File: src/hw/rtl/assert_macros.svh
// assertion helper macros
`ifndef ASSERT_MACROS_SVH
`define ASSERT_MACROS_SVH
`ifndef SYNTHESIS
`define ASSERT_IMPLIES(label, clk, rst_n, a, b) \
  label: assert property (@(posedge clk) disable iff (!rst_n) (a) |-> (b)) \
    else $error("assertion failed");
`define ASSERT_NEXT(label, clk, rst_n, a, b) \
  label: assert property (@(posedge clk) disable iff (!rst_n) (a) |=> (b)) \
    else $error("assertion failed");
`else
`define ASSERT_IMPLIES(label, clk, rst_n, a, b)
`define ASSERT_NEXT(label, clk, rst_n, a, b)
`endif
`endif

File: src/hw/rtl/psd_pkg.sv
// ----------------------------------------------------------------------------
// psd_pkg
// types and constants for the point to segment distance unit
// ----------------------------------------------------------------------------
package psd_pkg;
  localparam int COORD_BITS = 24;
  localparam int FRAC_BITS  = 16;
  localparam int DIST_BITS  = 50;
  localparam int DIFF_BITS  = COORD_BITS + 1;
  localparam int PROD_BITS  = 2 * DIFF_BITS;
  localparam int DOT_BITS   = PROD_BITS + 1;
  localparam int Q_BITS     = FRAC_BITS;
  localparam int QD_BITS    = 4;
  localparam int QD_LOG     = 2;

  typedef enum logic [1:0] {
    REG_START  = 2'd0,
    REG_END    = 2'd1,
    REG_INNER  = 2'd2
  } region_t;

  typedef struct packed {
    logic signed [COORD_BITS-1:0] start_x;
    logic signed [COORD_BITS-1:0] start_y;
    logic signed [COORD_BITS-1:0] end_x;
    logic signed [COORD_BITS-1:0] end_y;
    logic signed [COORD_BITS-1:0] point_x;
    logic signed [COORD_BITS-1:0] point_y;
  } psd_in_t;

  typedef struct packed {
    logic signed [COORD_BITS-1:0] near_x;
    logic signed [COORD_BITS-1:0] near_y;
    logic [DIST_BITS-1:0]         dist_sq;
    logic [1:0]                   region;
  } psd_out_t;

  // classified job handed from front to back
  typedef struct packed {
    psd_in_t                 item;
    region_t                 region;
    logic [DOT_BITS-2:0]     num;
    logic [DOT_BITS-2:0]     den;
  } psd_job_t;

  // queue status between modules
  typedef struct packed {
    logic empty;
    logic full;
  } psd_qstat_t;
endpackage

File: src/hw/rtl/psd_queue.sv
// ----------------------------------------------------------------------------
// psd_queue
// small fifo between the classifier and the execute pipeline
// ----------------------------------------------------------------------------
module psd_queue import psd_pkg::*; (
  input  logic       clk,
  input  logic       rst_n,
  input  logic       wr_valid,
  output logic       wr_ready,
  input  psd_job_t   wr_data,
  output logic       rd_valid,
  input  logic       rd_ready,
  output psd_job_t   rd_data,
  output psd_qstat_t stat
);
  psd_job_t mem_r [QD_BITS];
  logic [QD_LOG-1:0] wp_r, rp_r;
  logic [QD_LOG:0]   cnt_r;
  logic wr_fire, rd_fire;

  assign stat.empty = (cnt_r == '0);
  assign stat.full  = (cnt_r == (QD_LOG+1)'(QD_BITS));
  assign wr_ready = !stat.full;
  assign rd_valid = !stat.empty;
  assign rd_data  = mem_r[rp_r];
  assign wr_fire  = wr_valid && wr_ready;
  assign rd_fire  = rd_valid && rd_ready;

  // pointers and fill count
  always_ff @(posedge clk) begin
    if (!rst_n) begin
      wp_r <= '0;
      rp_r <= '0;
      cnt_r <= '0;
    end else begin
      if (wr_fire) wp_r <= wp_r + 1'b1;
      if (rd_fire) rp_r <= rp_r + 1'b1;
      cnt_r <= cnt_r + (QD_LOG+1)'(wr_fire) - (QD_LOG+1)'(rd_fire);
    end
    if (wr_fire) mem_r[wp_r] <= wr_data;
  end
endmodule

File: config.mk
export PLATFORM = sky130hd
export DESIGN_NAME = psd_queue
export DESIGN_NICKNAME = d
export VERILOG_FILES = /design/src/hw/rtl/assert_macros.svh /design/src/hw/rtl/psd_pkg.sv /design/src/hw/rtl/psd_queue.sv
export SDC_FILE = /design/constraint.sdc
export NUM_CORES = 1
export LEC_CHECK = 0
export ABC_AREA = 1
export BUFFER_PORTS_ARGS = -buffer_cell sky130_fd_sc_hd__buf_4
export CORE_MARGIN = 8
export CORE_UTILIZATION = 45
export DETAILED_ROUTE_END_ITERATION = 6
export PLACE_DENSITY_LB_ADDON = 0.3
export SLEW_MARGIN = 10
export SYNTH_ARGS = -nofsm -noshare
export SYNTH_HDL_FRONTEND = slang
export SYNTH_SLANG_ARGS = --single-unit
File: constraint.sdc
create_clock -name clk -period 25.3 [get_ports clk]
set_clock_uncertainty 0.05 [all_clocks]
set_input_delay 0 -clock clk [delete_from_list [all_inputs] [get_ports clk]]
set_output_delay 0 -clock clk [all_outputs]
set_load 0.02 [all_outputs]
==> metrics <==
power per cell area 101 nW/µm²; cell area reported after detailed placement 41,300 µm²; proportion of netlist area held by the largest area contributor 80.0%; cells on worst reg2reg path 7; combinational family with the most area after synthesis compound AO/OA/AOI/OAI gates; GPL Wtd Cong 0.786; reg-to-reg slack, setup 21.16 ns; Peak VDD IR 0.0729 mV; synthesized-area fraction occupied by and/or/nand/nor cells 5.32%; number of max-capacitance violations reported 0; final period demand of the worst path 5.00 ns; synthesized netlist net count 2,704; fraction of final layout cells with drive strength greater than 1 20.5%; number of different library cells in the post-synthesis netlist 19; Largest delay share family, worst path buffers and inverters; startpoint class of the critical path register; most used cell along the critical path sky130_fd_sc_hd__buf_4; IO Port Bufs 499; Max H-tree Level 3; total gr overflow 0; routing layer with the top usage in global route met2; Initial Util 45.2%; path type of the worst min-delay path in -> reg; fraction of the yosys area taken by sequential cells 80.5%; Sink Count 993; Setup TNS 0 ns; post-cts resize count 0; number of buffers on the longest clock path 3; data required time of the critical path 25.25 ns; clock latency on the worst-skew pair 0.65 ns; hold buffer count at cts 272; top cells by count, synth sky130_fd_sc_hd__edfxtp_1, sky130_fd_sc_hd__nor2_1, sky130_fd_sc_hd__o21ai_0, sky130_fd_sc_hd__o22ai_1, sky130_fd_sc_hd__o21ai_1; post-DR vias/cell 5.38; Final Max Slew Viols 0; cell count after synthesis 2,447; fmax 0.200 GHz; number of search-and-repair iterations in the first detailed-routing pass 5; remaining design rule violation count 0; Sequential cell area 29,700 µm²; dominant cell type by area after synthesis sky130_fd_sc_hd__edfxtp_1; antenna violations before repair 16; GRT met3 Usage 5.08%; most instantiated library cell after synthesis sky130_fd_sc_hd__edfxtp_1; area share of fa/ha/maj cells after synthesis 0.258%; Stages on worst setup path 6; Routed wire per std cell 21.1 µm; final worst path period share 19.8%; cell leakage power 16.5 nW; top_reg_cell synth sky130_fd_sc_hd__edfxtp_1; Fillers 6,131; first-pass GRT wire length 139,000 µm; cell area after layout 47,300 µm²; number of buffers inserted by post-CTS setup repair 0; antenna-violating nets left 0; kind of critical path reg -> out; Inserted Clock Buffers 99; root buf cell sky130_fd_sc_hd__clkbuf_16; critical path endpoint category output pin; maximum number of pins on one net before global-route repair 233; core box area 81,700 µm²; RSZ-0062 raised after global routing false; count of nets after finishing 3,440; post-synthesis mux area share 0%; Clock Pin Slew Worst Setup and Hold Paths 0.06 ns; number of endpoints failing setup at the final stage 0; worst-path cell chain buf_4, buf_4, buf_4, o21ai_0, o22ai_1, buf_4; maximum single-stage delay on the critical path 0.94 ns; detailed placement HPWL 52,700 µm; number of enable-type register cells in the synthesized netlist 984; worst relative slew slack 24.2%; routed vias 23.4k; count of buffer and inverter cells on the critical path 4; status complete, no violations; die outline area 91,500 µm²; proportion of synthesized flip-flops having asynchronous set or reset 0%; width of the die 302 µm; Compound-Gate Fraction of Synth Area 10.9%; GRT met2 Usage 33.4%; Worst-Margin Slew 1.14 ns; biggest fanout along the worst timing path 94; area of the multi-input gates 6120 µm²; area delta synth->final 28.0%; arrival time of the worst setup path 4.95 ns; initial drt markers 1,713; CTS tree done; die height 302 µm; number of hold violations in the final report 0; parity-gate share of the synthesized area counting xor and xnor cells 0%; final wirelength 91,800 µm; met1 Use GR 23.3%; main area contributors after synthesis sky130_fd_sc_hd__edfxtp_1, sky130_fd_sc_hd__nor2_1, sky130_fd_sc_hd__o21ai_0; total standard cell area after synthesis 36,900 µm²; synthesized area per cell 15.1 µm²; flip-flop and latch count after synthesis 993; aggregate global-route resource usage 19.4%; number of top-level pins 500; slowest cell on the critical path sky130_fd_sc_hd__dfxtp_4; via count of the first global-routing pass 23.8k; row count 105; Hold Path Depth 2; count of yosys warnings during synthesis 0
[flip-flops by register name (all words and copies together) (netlist names), named ones only]
register	cells
mem_r	984
cnt_r	3
rp_r	2
wp_r	2
[routing by layer]
layer	vias up	routed length, µm
met2	820	46500
met3	182	7600
met4	4	3070
li1	10800	-
met1	11600	34600
met5	-	29
[kinds of logic after synthesis]
logic type | after synthesis
and+or+nand+nor | 522
AOI/OAI and AO/OA | 743
buffers and inverters | 182
DFF | 993
adders and majority gates | 7
[worst register-to-register path, cell delays in order, from the launching register on]
cell and delay [ns]:
sky130_fd_sc_hd__dfxtp_1 0.36, sky130_fd_sc_hd__nor2_1 0.08, sky130_fd_sc_hd__nand2_1 0.20, sky130_fd_sc_hd__nand2_1 0.30, sky130_fd_sc_hd__nor2_4 0.15, sky130_fd_sc_hd__buf_4 0.68, sky130_fd_sc_hd__buf_4 0.90, sky130_fd_sc_hd__buf_4 0.95
[where the power goes]
part           switching, mW  internal (mW)
logic                  0.838          0.424
clock network          0.605          0.836
registers             0.0485           2.00
total                   1.49           3.26
[path summary, 6_finish.rpt]
check               from       endpoint
min reg2reg      rp_r[0]       register
max             register   rd_data[126]
min          wr_data[59]   mem_r[1][59]
max reg2reg     cnt_r[1]  mem_r[0][149]
[cell type report]
type,instances,area share [%]
Multi-Input combinational cell,1272,12.9
Antenna cell,18,0.0953
Inverter,19,0.196
Timing Repair Buffer,798,14.2
Clock inverter,59,1.33
Sequential cell,993,62.9
Clock buffer,120,5.50
Tap cell,1070,2.83
[cells in the final DEF (no fill, tap or decap), types with 11 or more instances in the layout]
cell type,count
sky130_fd_sc_hd__edfxtp_1,984
sky130_fd_sc_hd__buf_4,524
sky130_fd_sc_hd__nor2_1,500
sky130_fd_sc_hd__o21ai_0,370
sky130_fd_sc_hd__dlygate4sd3_1,272
sky130_fd_sc_hd__o22ai_1,246
sky130_fd_sc_hd__o21ai_1,122
sky130_fd_sc_hd__clkbuf_16,101
sky130_fd_sc_hd__clkinv_1,26
sky130_fd_sc_hd__clkbuf_1,19
sky130_fd_sc_hd__diode_2,18
sky130_fd_sc_hd__inv_1,17
sky130_fd_sc_hd__nand2_1,14
sky130_fd_sc_hd__clkinv_2,11
[per-stage QoR]
step	hold WS [ns]	cells	setup slack, ns	power [mW]	util (%)
3_5_place_dp	0.152	3880	21.08	3.32	50.5
3_3_place_gp	0.148	3880	21.17	3.29	50.5
5_1_grt	0.00808	4345	19.93	4.96	57.8
4_1_cts	0.000811	4331	20.37	4.80	57.8
6_report	0.0451	4349	20.30	4.76	57.8
2_1_floorplan	0.0435	2447	13.36	2.87	-
No activity file was read; power rests on OpenSTA's default activity.
